===== src/rtl/c8x_pkg.sv =====
`timescale 1ns / 1ps

package c8x_pkg;

    // program counter after reset
    localparam logic [11:0] PC_RESET = 12'h200;

    // entries of the queue between decode and execute
    localparam int QUEUE_DEPTH = 2;

    // instruction class as handed from decode to execute
    typedef enum logic [3:0] {
        CLS_NOP    = 4'd0,   // advance the pc only
        CLS_CLS    = 4'd1,   // clear screen request
        CLS_RET    = 4'd2,   // return from subroutine
        CLS_JP     = 4'd3,   // jump to nnn
        CLS_CALL   = 4'd4,   // call nnn
        CLS_SEI    = 4'd5,   // skip if vx == nn
        CLS_SNEI   = 4'd6,   // skip if vx != nn
        CLS_SER    = 4'd7,   // skip if vx == vy
        CLS_SNER   = 4'd8,   // skip if vx != vy
        CLS_LDI    = 4'd9,   // vx = nn
        CLS_ADDI   = 4'd10,  // vx += nn, flag untouched
        CLS_ALU    = 4'd11,  // register to register op
        CLS_LDIDX  = 4'd12,  // i = nnn
        CLS_JPV0   = 4'd13,  // pc = nnn + v0
        CLS_ADDIDX = 4'd14,  // i += vx
        CLS_ILL    = 4'd15   // illegal word
    } cls_t;

    // register to register ops, coded as the low nibble of 8xyn
    typedef enum logic [2:0] {
        ALU_MOV  = 3'd0,
        ALU_OR   = 3'd1,
        ALU_AND  = 3'd2,
        ALU_XOR  = 3'd3,
        ALU_ADD  = 3'd4,
        ALU_SUB  = 3'd5,
        ALU_SHR  = 3'd6,
        ALU_SUBN = 3'd7
    } alu_t;

    typedef enum logic [1:0] {
        STAT_OK        = 2'd0,
        STAT_ILLEGAL   = 2'd1,
        STAT_OVERFLOW  = 2'd2,
        STAT_UNDERFLOW = 2'd3
    } status_t;

    typedef struct packed {
        cls_t        cls;
        alu_t        alu;
        logic [3:0]  x;
        logic [3:0]  y;
        logic [11:0] nnn;
    } dec_t;

    typedef struct packed {
        logic [11:0] next_pc;
        logic [15:0] index_value;
        logic        reg_write_valid;
        logic [3:0]  reg_write_index;
        logic [7:0]  reg_write_value;
        logic [7:0]  flag_value;
        logic        clear_screen;
        status_t     status;
    } res_t;

endpackage


===== src/rtl/c8x_decode.sv =====
`timescale 1ns / 1ps

module c8x_decode
    import c8x_pkg::*;
(
    input  logic [15:0] instr,
    output dec_t        dec
);

    localparam logic [3:0] OP_SYS   = 4'h0;
    localparam logic [3:0] OP_JP    = 4'h1;
    localparam logic [3:0] OP_CALL  = 4'h2;
    localparam logic [3:0] OP_SEI   = 4'h3;
    localparam logic [3:0] OP_SNEI  = 4'h4;
    localparam logic [3:0] OP_SER   = 4'h5;
    localparam logic [3:0] OP_LDI   = 4'h6;
    localparam logic [3:0] OP_ADDI  = 4'h7;
    localparam logic [3:0] OP_ALU   = 4'h8;
    localparam logic [3:0] OP_SNER  = 4'h9;
    localparam logic [3:0] OP_LDIDX = 4'hA;
    localparam logic [3:0] OP_JPV0  = 4'hB;
    localparam logic [3:0] OP_RND   = 4'hC;
    localparam logic [3:0] OP_DRW   = 4'hD;
    localparam logic [3:0] OP_KEY   = 4'hE;
    localparam logic [3:0] OP_MISC  = 4'hF;

    localparam logic [15:0] W_CLS = 16'h00E0;
    localparam logic [15:0] W_RET = 16'h00EE;

    localparam logic [3:0] SUB_SHL = 4'hE;

    localparam logic [7:0] KEY_SKP  = 8'h9E;
    localparam logic [7:0] KEY_SKNP = 8'hA1;

    localparam logic [7:0] MISC_ADDI = 8'h1E;
    localparam logic [7:0] MISC_GDT  = 8'h07;
    localparam logic [7:0] MISC_KEY  = 8'h0A;
    localparam logic [7:0] MISC_SDT  = 8'h15;
    localparam logic [7:0] MISC_SST  = 8'h18;
    localparam logic [7:0] MISC_FNT  = 8'h29;
    localparam logic [7:0] MISC_BCD  = 8'h33;
    localparam logic [7:0] MISC_STR  = 8'h55;
    localparam logic [7:0] MISC_LDR  = 8'h65;

    logic [3:0] op;
    logic [3:0] n;
    logic [7:0] nn;

    assign op = instr[15:12];
    assign n  = instr[3:0];
    assign nn = instr[7:0];

    always_comb begin
        dec.x   = instr[11:8];
        dec.y   = instr[7:4];
        dec.nnn = instr[11:0];
        dec.alu = alu_t'(n[2:0]);
        dec.cls = CLS_NOP;
        unique case (op) inside
            OP_SYS: begin
                if (instr == W_CLS) begin
                    dec.cls = CLS_CLS;
                end else if (instr == W_RET) begin
                    dec.cls = CLS_RET;
                end else begin
                    dec.cls = CLS_NOP;   // machine code call, not modeled
                end
            end
            OP_JP:    dec.cls = CLS_JP;
            OP_CALL:  dec.cls = CLS_CALL;
            OP_SEI:   dec.cls = CLS_SEI;
            OP_SNEI:  dec.cls = CLS_SNEI;
            OP_SER:   dec.cls = CLS_SER;
            OP_LDI:   dec.cls = CLS_LDI;
            OP_ADDI:  dec.cls = CLS_ADDI;
            OP_ALU: begin
                if (!n[3]) begin
                    dec.cls = CLS_ALU;
                end else if (n == SUB_SHL) begin
                    dec.cls = CLS_NOP;
                end else begin
                    dec.cls = CLS_ILL;
                end
            end
            OP_SNER:  dec.cls = CLS_SNER;
            OP_LDIDX: dec.cls = CLS_LDIDX;
            OP_JPV0:  dec.cls = CLS_JPV0;
            OP_RND, OP_DRW: dec.cls = CLS_NOP;
            OP_KEY: begin
                if (nn == KEY_SKP || nn == KEY_SKNP) begin
                    dec.cls = CLS_NOP;
                end else begin
                    dec.cls = CLS_ILL;
                end
            end
            OP_MISC: begin
                unique case (nn) inside
                    MISC_ADDI: dec.cls = CLS_ADDIDX;
                    MISC_GDT, MISC_KEY, MISC_SDT, MISC_SST,
                    MISC_FNT, MISC_BCD, MISC_STR, MISC_LDR: dec.cls = CLS_NOP;
                    default: dec.cls = CLS_ILL;
                endcase
            end
            default: dec.cls = CLS_ILL;
        endcase
    end

endmodule


===== src/rtl/c8x_queue.sv =====
`timescale 1ns / 1ps

module c8x_queue
    import c8x_pkg::*;
(
    input  logic aclk,
    input  logic aresetn,
    input  logic push_valid,
    output logic push_ready,
    input  dec_t push_data,
    output logic pop_valid,
    input  logic pop_ready,
    output dec_t pop_data
);

    localparam int PTR_W = (QUEUE_DEPTH > 1) ? $clog2(QUEUE_DEPTH) : 1;
    localparam int CNT_W = $clog2(QUEUE_DEPTH + 1);

    dec_t             entry_reg [QUEUE_DEPTH];
    logic [PTR_W-1:0] wr_ptr_reg;
    logic [PTR_W-1:0] rd_ptr_reg;
    logic [CNT_W-1:0] count_reg;
    logic             do_push;
    logic             do_pop;

    assign push_ready = (count_reg != CNT_W'(QUEUE_DEPTH));
    assign pop_valid  = (count_reg != '0);
    assign pop_data   = entry_reg[rd_ptr_reg];
    assign do_push    = push_valid && push_ready;
    assign do_pop     = pop_valid && pop_ready;

    function automatic logic [PTR_W-1:0] ptr_inc(input logic [PTR_W-1:0] p);
        logic [PTR_W-1:0] r;
        if (p == PTR_W'(QUEUE_DEPTH - 1)) begin
            r = '0;
        end else begin
            r = p + PTR_W'(1);
        end
        return r;
    endfunction

    always_ff @(posedge aclk) begin
        if (!aresetn) begin
            wr_ptr_reg <= '0;
            rd_ptr_reg <= '0;
            count_reg  <= '0;
        end else begin
            if (do_push) begin
                wr_ptr_reg <= ptr_inc(wr_ptr_reg);
            end
            if (do_pop) begin
                rd_ptr_reg <= ptr_inc(rd_ptr_reg);
            end
            if (do_push && !do_pop) begin
                count_reg <= count_reg + CNT_W'(1);
            end else if (do_pop && !do_push) begin
                count_reg <= count_reg - CNT_W'(1);
            end
        end
    end

    always_ff @(posedge aclk) begin
        if (do_push) begin
            entry_reg[wr_ptr_reg] <= push_data;
        end
    end

endmodule


===== src/rtl/c8x_exec.sv =====
`timescale 1ns / 1ps

module c8x_exec
    import c8x_pkg::*;
#(
    parameter int STACK_DEPTH = 16
) (
    input  logic        aclk,
    input  logic        aresetn,
    input  logic        q_valid,
    output logic        q_ready,
    input  dec_t        q_data,
    input  logic        cfg_we,
    input  logic [11:0] cfg_pc,
    output logic        out_valid,
    input  logic        out_ready,
    output res_t        out_data
);

    localparam int SIDX = $clog2(STACK_DEPTH);
    localparam int DW   = $clog2(STACK_DEPTH + 1);
    localparam logic [3:0] VF_IDX = 4'hF;
    localparam logic [3:0] V0_IDX = 4'h0;

    // execute stage
    dec_t        exe_reg;
    logic        exe_vld_reg;
    logic [7:0]  opx_reg;
    logic [7:0]  opy_reg;

    // architectural state
    logic [7:0]  rf_mem [16];
    logic [15:0] rf_vld_reg;
    logic [7:0]  vf_reg;
    logic [7:0]  v0_reg;
    logic [11:0] pc_reg;
    logic [15:0] idx_reg;
    logic [DW-1:0] depth_reg;
    logic [DW-1:0] depth_next;
    logic [11:0] stk_mem [STACK_DEPTH];
    logic [11:0] top_reg;

    // output register
    res_t        out_reg;
    logic        out_vld_reg;

    logic        fire;
    logic        exe_load;
    logic [7:0]  vx;
    logic [7:0]  vy;
    logic [8:0]  sum;
    logic [11:0] pc_adv;
    logic [11:0] pc_skip;
    logic [11:0] pc_new;
    logic [15:0] idx_new;
    logic        wr;
    logic [7:0]  res;
    logic        wf;
    logic [7:0]  flag;
    logic [7:0]  vf_new;
    logic        clr;
    status_t     stat;
    logic        push;
    logic        pop;
    logic        rf_we;
    logic        stk_we;
    logic [DW-1:0]   depth_m1;
    logic [SIDX-1:0] stk_ra;
    res_t        res_next;

    assign fire     = exe_vld_reg && (!out_vld_reg || out_ready);
    assign q_ready  = !exe_vld_reg || fire;
    assign exe_load = q_valid && q_ready;

    assign out_valid = out_vld_reg;
    assign out_data  = out_reg;

    assign vx      = (exe_reg.x == VF_IDX) ? vf_reg : opx_reg;
    assign vy      = (exe_reg.y == VF_IDX) ? vf_reg : opy_reg;
    assign sum     = {1'b0, vx} + {1'b0, vy};
    assign pc_adv  = pc_reg + 12'd2;
    assign pc_skip = pc_reg + 12'd4;

    always_comb begin
        pc_new  = pc_adv;
        idx_new = idx_reg;
        wr      = 1'b0;
        res     = '0;
        wf      = 1'b0;
        flag    = '0;
        clr     = 1'b0;
        stat    = STAT_OK;
        push    = 1'b0;
        pop     = 1'b0;
        unique case (exe_reg.cls)
            CLS_NOP: ;
            CLS_CLS: clr = 1'b1;
            CLS_RET: begin
                if (depth_reg == '0) begin
                    stat   = STAT_UNDERFLOW;
                    pc_new = pc_reg;
                end else begin
                    pop    = 1'b1;
                    pc_new = top_reg;
                end
            end
            CLS_JP: pc_new = exe_reg.nnn;
            CLS_CALL: begin
                if (depth_reg == DW'(STACK_DEPTH)) begin
                    stat   = STAT_OVERFLOW;
                    pc_new = pc_reg;
                end else begin
                    push   = 1'b1;
                    pc_new = exe_reg.nnn;
                end
            end
            CLS_SEI:  pc_new = (vx == exe_reg.nnn[7:0]) ? pc_skip : pc_adv;
            CLS_SNEI: pc_new = (vx != exe_reg.nnn[7:0]) ? pc_skip : pc_adv;
            CLS_SER:  pc_new = (vx == vy) ? pc_skip : pc_adv;
            CLS_SNER: pc_new = (vx != vy) ? pc_skip : pc_adv;
            CLS_LDI: begin
                wr  = 1'b1;
                res = exe_reg.nnn[7:0];
            end
            CLS_ADDI: begin
                wr  = 1'b1;
                res = vx + exe_reg.nnn[7:0];
            end
            CLS_ALU: begin
                wr = 1'b1;
                case (exe_reg.alu)
                    ALU_MOV: res = vy;
                    ALU_OR:  res = vx | vy;
                    ALU_AND: res = vx & vy;
                    ALU_XOR: res = vx ^ vy;
                    ALU_ADD: begin
                        wf   = 1'b1;
                        res  = sum[7:0];
                        flag = {7'd0, sum[8]};
                    end
                    ALU_SUB: begin
                        wf   = 1'b1;
                        res  = vx - vy;
                        flag = {7'd0, (vx > vy)};
                    end
                    ALU_SHR: begin
                        wf   = 1'b1;
                        res  = {1'b0, vx[7:1]};
                        flag = {7'd0, vx[0]};
                    end
                    ALU_SUBN: begin
                        wf   = 1'b1;
                        res  = vy - vx;
                        flag = {7'd0, !(vy > vx)};
                    end
                    default: ;
                endcase
            end
            CLS_LDIDX:  idx_new = {4'd0, exe_reg.nnn};
            CLS_JPV0:   pc_new  = exe_reg.nnn + {4'd0, v0_reg};
            CLS_ADDIDX: idx_new = idx_reg + {8'd0, vx};
            CLS_ILL: begin
                stat   = STAT_ILLEGAL;
                pc_new = pc_reg;
            end
            default: pc_new = pc_reg;
        endcase
    end

    // vx is written after the flag, so it wins when x is vf
    assign vf_new = (wr && exe_reg.x == VF_IDX) ? res : (wf ? flag : vf_reg);

    assign rf_we  = fire && wr && (exe_reg.x != VF_IDX);
    assign stk_we = fire && push;

    always_comb begin
        depth_next = depth_reg;
        if (fire && push) begin
            depth_next = depth_reg + DW'(1);
        end else if (fire && pop) begin
            depth_next = depth_reg - DW'(1);
        end
    end

    // keep the stack top prefetched for the following return
    assign depth_m1 = depth_next - DW'(1);
    assign stk_ra   = (depth_next == '0) ? '0 : depth_m1[SIDX-1:0];

    always_comb begin
        res_next.next_pc         = pc_new;
        res_next.index_value     = idx_new;
        res_next.reg_write_valid = wr;
        res_next.reg_write_index = wr ? exe_reg.x : 4'd0;
        res_next.reg_write_value = wr ? res : 8'd0;
        res_next.flag_value      = vf_new;
        res_next.clear_screen    = clr;
        res_next.status          = stat;
    end

    always_ff @(posedge aclk) begin
        if (!aresetn) begin
            exe_vld_reg <= 1'b0;
            out_vld_reg <= 1'b0;
            rf_vld_reg  <= '0;
            vf_reg      <= '0;
            v0_reg      <= '0;
            pc_reg      <= PC_RESET;
            idx_reg     <= '0;
            depth_reg   <= '0;
        end else begin
            if (cfg_we) begin
                pc_reg <= cfg_pc;
            end
            if (fire) begin
                pc_reg  <= pc_new;
                idx_reg <= idx_new;
                vf_reg  <= vf_new;
                if (wr && exe_reg.x == V0_IDX) begin
                    v0_reg <= res;
                end
            end
            if (rf_we) begin
                rf_vld_reg[exe_reg.x] <= 1'b1;
            end
            depth_reg <= depth_next;
            if (exe_load) begin
                exe_vld_reg <= 1'b1;
            end else if (fire) begin
                exe_vld_reg <= 1'b0;
            end
            if (fire) begin
                out_vld_reg <= 1'b1;
            end else if (out_ready) begin
                out_vld_reg <= 1'b0;
            end
        end
    end

    // register file with write bypass into the operand registers
    always_ff @(posedge aclk) begin
        if (rf_we) begin
            rf_mem[exe_reg.x] <= res;
        end
        if (exe_load) begin
            exe_reg <= q_data;
            if (rf_we && q_data.x == exe_reg.x) begin
                opx_reg <= res;
            end else if (rf_vld_reg[q_data.x]) begin
                opx_reg <= rf_mem[q_data.x];
            end else begin
                opx_reg <= '0;
            end
            if (rf_we && q_data.y == exe_reg.x) begin
                opy_reg <= res;
            end else if (rf_vld_reg[q_data.y]) begin
                opy_reg <= rf_mem[q_data.y];
            end else begin
                opy_reg <= '0;
            end
        end
        if (fire) begin
            out_reg <= res_next;
        end
    end

    // return stack, read data registered
    always_ff @(posedge aclk) begin
        if (stk_we) begin
            stk_mem[depth_reg[SIDX-1:0]] <= pc_adv;
            top_reg <= pc_adv;
        end else begin
            top_reg <= stk_mem[stk_ra];
        end
    end

endmodule


===== src/rtl/chip8_instruction_execute.sv =====
// chip8_instruction_execute: runs one chip-8 instruction word per input beat
// input channel s_valid / s_ready / s_instruction carries one 16-bit word per beat
// result channel m_valid / m_ready carries one result beat per instruction:
//   pc after the instruction, index register, the data register write made,
//   vf, the clear screen request and a status code (ok, illegal, stack errors)
// config channel cfg_valid / cfg_ready / cfg_program_start loads the pc;
//   cfg_ready is always high, write only while no instruction is in flight
// path: the word is decoded into a two-entry queue, then loaded into the execute
//   register, and its result is registered in the output register
// throughput: one instruction per cycle unless m_ready stalls it; execute loads both
//   source registers with the word from a two-port register file, bypassing the writer
// reset (aresetn low, synchronous): pc = 0x200, index = 0, all vx = 0,
//   stack empty, queue and output register empty
// when m_ready stays low the output register holds its beat, execute stalls,
//   the queue fills and s_ready falls once both queue entries are taken
`timescale 1ns / 1ps

module chip8_instruction_execute
    import c8x_pkg::*;
#(
    parameter int STACK_DEPTH = 16
) (
    input  logic        aclk,
    input  logic        aresetn,
    // config channel
    input  logic        cfg_valid,
    output logic        cfg_ready,
    input  logic [11:0] cfg_program_start,
    // instruction channel
    input  logic        s_valid,
    output logic        s_ready,
    input  logic [15:0] s_instruction,
    // result channel
    output logic        m_valid,
    input  logic        m_ready,
    output logic [11:0] m_next_pc,
    output logic [15:0] m_index_value,
    output logic        m_reg_write_valid,
    output logic [3:0]  m_reg_write_index,
    output logic [7:0]  m_reg_write_value,
    output logic [7:0]  m_flag_value,
    output logic        m_clear_screen,
    output logic [1:0]  m_status
);

    dec_t dec;        // classified word from the front end
    dec_t q_data;     // head of the queue
    logic q_valid;
    logic q_ready;
    res_t res;

    // config write goes straight into the pc register, never back-pressured
    assign cfg_ready = 1'b1;

    // front end: classify the word before it enters the queue
    c8x_decode u_decode (
        .instr (s_instruction),
        .dec   (dec)
    );

    // decouples input acceptance from execute stalls
    c8x_queue u_queue (
        .aclk       (aclk),
        .aresetn    (aresetn),
        .push_valid (s_valid),
        .push_ready (s_ready),
        .push_data  (dec),
        .pop_valid  (q_valid),
        .pop_ready  (q_ready),
        .pop_data   (q_data)
    );

    // back end: register file, pc, index, stack and the output register
    c8x_exec #(
        .STACK_DEPTH (STACK_DEPTH)
    ) u_exec (
        .aclk      (aclk),
        .aresetn   (aresetn),
        .q_valid   (q_valid),
        .q_ready   (q_ready),
        .q_data    (q_data),
        .cfg_we    (cfg_valid && cfg_ready),
        .cfg_pc    (cfg_program_start),
        .out_valid (m_valid),
        .out_ready (m_ready),
        .out_data  (res)
    );

    // unpack the result beat onto the ports
    assign m_next_pc         = res.next_pc;
    assign m_index_value     = res.index_value;
    assign m_reg_write_valid = res.reg_write_valid;
    assign m_reg_write_index = res.reg_write_index;
    assign m_reg_write_value = res.reg_write_value;
    assign m_flag_value      = res.flag_value;
    assign m_clear_screen    = res.clear_screen;
    assign m_status          = res.status;

endmodule


===== config.mk =====
export PLATFORM = sky130hd
export DESIGN_NAME = chip8_instruction_execute
export DESIGN_NICKNAME = d
export VERILOG_FILES = /design/src/rtl/c8x_pkg.sv /design/src/rtl/c8x_decode.sv /design/src/rtl/c8x_queue.sv /design/src/rtl/c8x_exec.sv /design/src/rtl/chip8_instruction_execute.sv
export SDC_FILE = /design/constraint.sdc
export NUM_CORES = 1
export LEC_CHECK = 0
export BUFFER_PORTS_ARGS = -buffer_cell sky130_fd_sc_hd__buf_4
export CAP_MARGIN = 25
export CORE_MARGIN = 3
export CORE_UTILIZATION = 57
export DETAILED_ROUTE_END_ITERATION = 8
export GPL_TIMING_DRIVEN = 0
export PLACE_DENSITY = 0.75
export REMOVE_ABC_BUFFERS = 1
export SLEW_MARGIN = 40
export SYNTH_ARGS = -nofsm -noshare
export SYNTH_HDL_FRONTEND = slang
export SYNTH_SLANG_ARGS = --single-unit

===== constraint.sdc =====
create_clock -name aclk -period 4.6 [get_ports aclk]
set_input_delay 0.92 -clock aclk [delete_from_list [all_inputs] [get_ports aclk]]
set_output_delay 0.92 -clock aclk [all_outputs]
set_load 0.03 [all_outputs]

==> metrics.txt <==
Setup crit start kind=register; Tmin final=~4.5 ns; ranking of synthesized cells by area=edfxtp_1 (49%), dfxtp_1 (6.3%), nand2_1 (5.7%), ha_1 (3.0%), nand3_1 (2.4%); top-area cell type share of the netlist area=48.7%; # fillers=3322; final worst slack=0.0937 ns; Routed wire per std cell=~24 um; CTS Root Cell=clkbuf_16; width of the chip=223 um; CTS Hold Bufs=0; Layout area overhead=14.4%; Final setup viols=0; WP data required=5.16 ns; H-tree Lvls=2; first-pass GRT wire length=between 100 and 150 mm; IO buf count=86; Slew headroom=40.6%; Simple-Gate Fraction of Synth Area=between 10% and 20%; Clock Tree Buf Depth=3; Max IR drop VDD=401 uV; Starting DRT DRC Count=3041; Tcrit/Tclk final=98.0%; initial antenna violation count=2; WS Path Type=register to register; final hold violation count=0; largest family of logic cells by synthesized area=compound AO/OA/AOI/OAI gates; Detailed Place HPWL=50.8 mm; area of the multi-input gates=0.0117 mm2; P_leak=11.2 nW; vias in the first global route=20600; placed inst area=0.0286 mm2; Max-Cap Viols=0; status=complete, no violations; Clock Latency Late Sink=just over 0.6 ns; max reg flops=~190; core area=0.0460 mm2; CTS tree=done; Worst-Margin Slew=between 0.8 and 0.9 ns; crit path max fanout=26; die height=223 um; antenna-violating nets left=0; Clk pin slew, worst setup/hold paths=0.06 ns; setup TNS=0 ns; Die ar.=0.0498 mm2; Post-Place Setup Slack=-1.49 ns; Detailed Route WL=77.1 mm; mux contribution to synthesized area=3.67%; worst path arrival time=5.06 ns; Clock Sinks=520; ys flop type=edfxtp_1; Post-Syn Instances=2498; Initial Util=58.5%; adder-cell share of the synthesized area=3.43%; Worst Clk Skew=0.0299 ns; GRT Total Usage=slightly below 30%; leading area contributor after synthesis=edfxtp_1; Power Dens Cells=between 600 and 700 mW/mm2; Synth Area in XOR/XNOR=2.48%; Post-synth EDFFs=between 400 and 500; Achievable Freq=0.222 GHz; layout cell share with drive strength beyond 1=16.0%; register bit count reported by yosys=520; gpl congestion=0.943; Inserted Clock Buffers=52; Synthesis Warnings=0; Site Rows=78; grt ovf=0; drt first pass iters=6; Seq. cell area=~0.015 mm2; FFs w/ async S/R, synth=0%; Synth Area per Inst=10.8 um2; Design Area, Final=0.0308 mm2; Seq/Total Area, Yosys=between 50% and 60%; vias per cell=6.67; fin. max-slew vios=0; DRC violations left=0; Hold Path Class=register to register; cell with the most instances after synthesis=edfxtp_1; largest net degree at the start of global routing=74; synth unique cells=101; Compound-Gate Fraction of Synth Area=between 15 and 20%; CP Capture Type=register; nets@finish=2666; Synth Cell Area=0.0269 mm2; Vias=21400; Synth top cells by count=edfxtp_1 (436), nand2_1 (409), nor2_1 (169); io pins=88
-- kinds of logic after synthesis --
| group | count (synthesis) |
|---|---|
| simple gates | 931 |
| mux | 91 |
| buf+inv | 240 |
| fa+ha+maj | 70 |
| xor+xnor | 71 |
| compound gates | 573 |
| other cells | 2 |
| flops | 520 |
-- per-stage QoR --
stage          util [%]  std cells  total power, mW  hold WS (ns)
3_3_place_gp       60.0       3027             15.5         0.464
5_1_grt            66.9       3207             21.9         0.500
6_report           66.9       3208             21.0         0.491
3_5_place_dp       62.2       3081             16.2         0.480
2_1_floorplan         -       2341             12.6         0.452
4_1_cts            66.2       3189             20.5         0.489
-- final timing paths --
path                             from                 end  slack, ns  cells after the start
setup / recovery  u_exec.depth_reg[0]  u_exec.top_reg[10]       0.09                     12
hold / removal      u_exec.idx_reg[1]   u_exec.idx_reg[1]       0.49                      2
hold reg to reg     u_exec.idx_reg[1]   u_exec.idx_reg[1]       0.49                      2
setup reg to reg  u_exec.depth_reg[0]  u_exec.top_reg[10]       0.09                     12
-- metal layers --
layer | wire length [um] | GRT usage, % | vias up
met5 | 14 | 0 | -
met3 | 7840 | 4.49 | 222
li1 | - | - | 9505
met1 | 30900 | 41.6 | 10400
met2 | 35500 | 47.6 | 1297
met4 | 2840 | 11.5 | 2
-- worst max-delay path, stage by stage, from the launching register on --
cell,delay [ns]
dfxtp_1,0.49
inv_1,0.15
ha_1,0.28
or3b_4,0.33
o21a_1,0.26
nand3_4,0.26
a32o_1,0.41
ha_4,0.22
nand2b_2,0.50
nand2_4,0.45
a211oi_1,0.18
a211oi_1,0.58
o221a_1,0.31
-- cell usage in the layout, fill, tap and decap left out, types with 12 or more instances in the layout --
cell       instances
edfxtp_1         436
nand2_1          408
nor2_1           149
nand3_1          130
buf_4            118
a21oi_1           95
o21ai_0           84
dfxtp_1           82
and3_1            71
inv_1             65
ha_1              60
clkbuf_16         52
a311oi_1          45
a211oi_1          43
xnor2_1           40
mux2i_1           39
o221ai_1          39
mux2_2            30
nor3_1            23
a31oi_1           23
buf_6             21
xor2_1            20
nor2b_1           18
o211ai_1          18
and2_1            18
a311o_1           17
o21a_1            16
a221o_1           16
clkinv_2          16
buf_8             15
nand2b_1          14
nor2_2            14
nand4_1           13
a221oi_1          13
mux2i_4           12
a22oi_1           12
o211a_1           12
-- power by group --
part | leakage (nW) | internal, mW | switching, mW | total, mW
Sequential | 4.73 | 6.14 | 0.498 | 6.64
Combinational | 5.62 | 3.74 | 6.45 | 10.2
Clock | 0.828 | 2.34 | 1.84 | 4.18
-- timing repair --
action                                  CTS  global route
gates resized for setup                  21            30
buffers inserted                          9            16
gates cloned                              1             1
pin swaps                                 4             1
endpoints found under the setup margin  207            88
-- area by class of cell --
type | count | share of cell area [%]
Timing Repair inverter | 1 | 0.0244
Multi-Input combinational cell | 1746 | 38.1
Antenna cell | 1 | 0.00814
Timing Repair Buffer | 166 | 4.89
Tap cell | 600 | 2.44
Sequential cell | 520 | 48.1
Inverter | 76 | 1.03
Clock buffer | 61 | 4.37
Clock inverter | 37 | 1.07
Note: power is estimated with default switching activity, not from simulation.
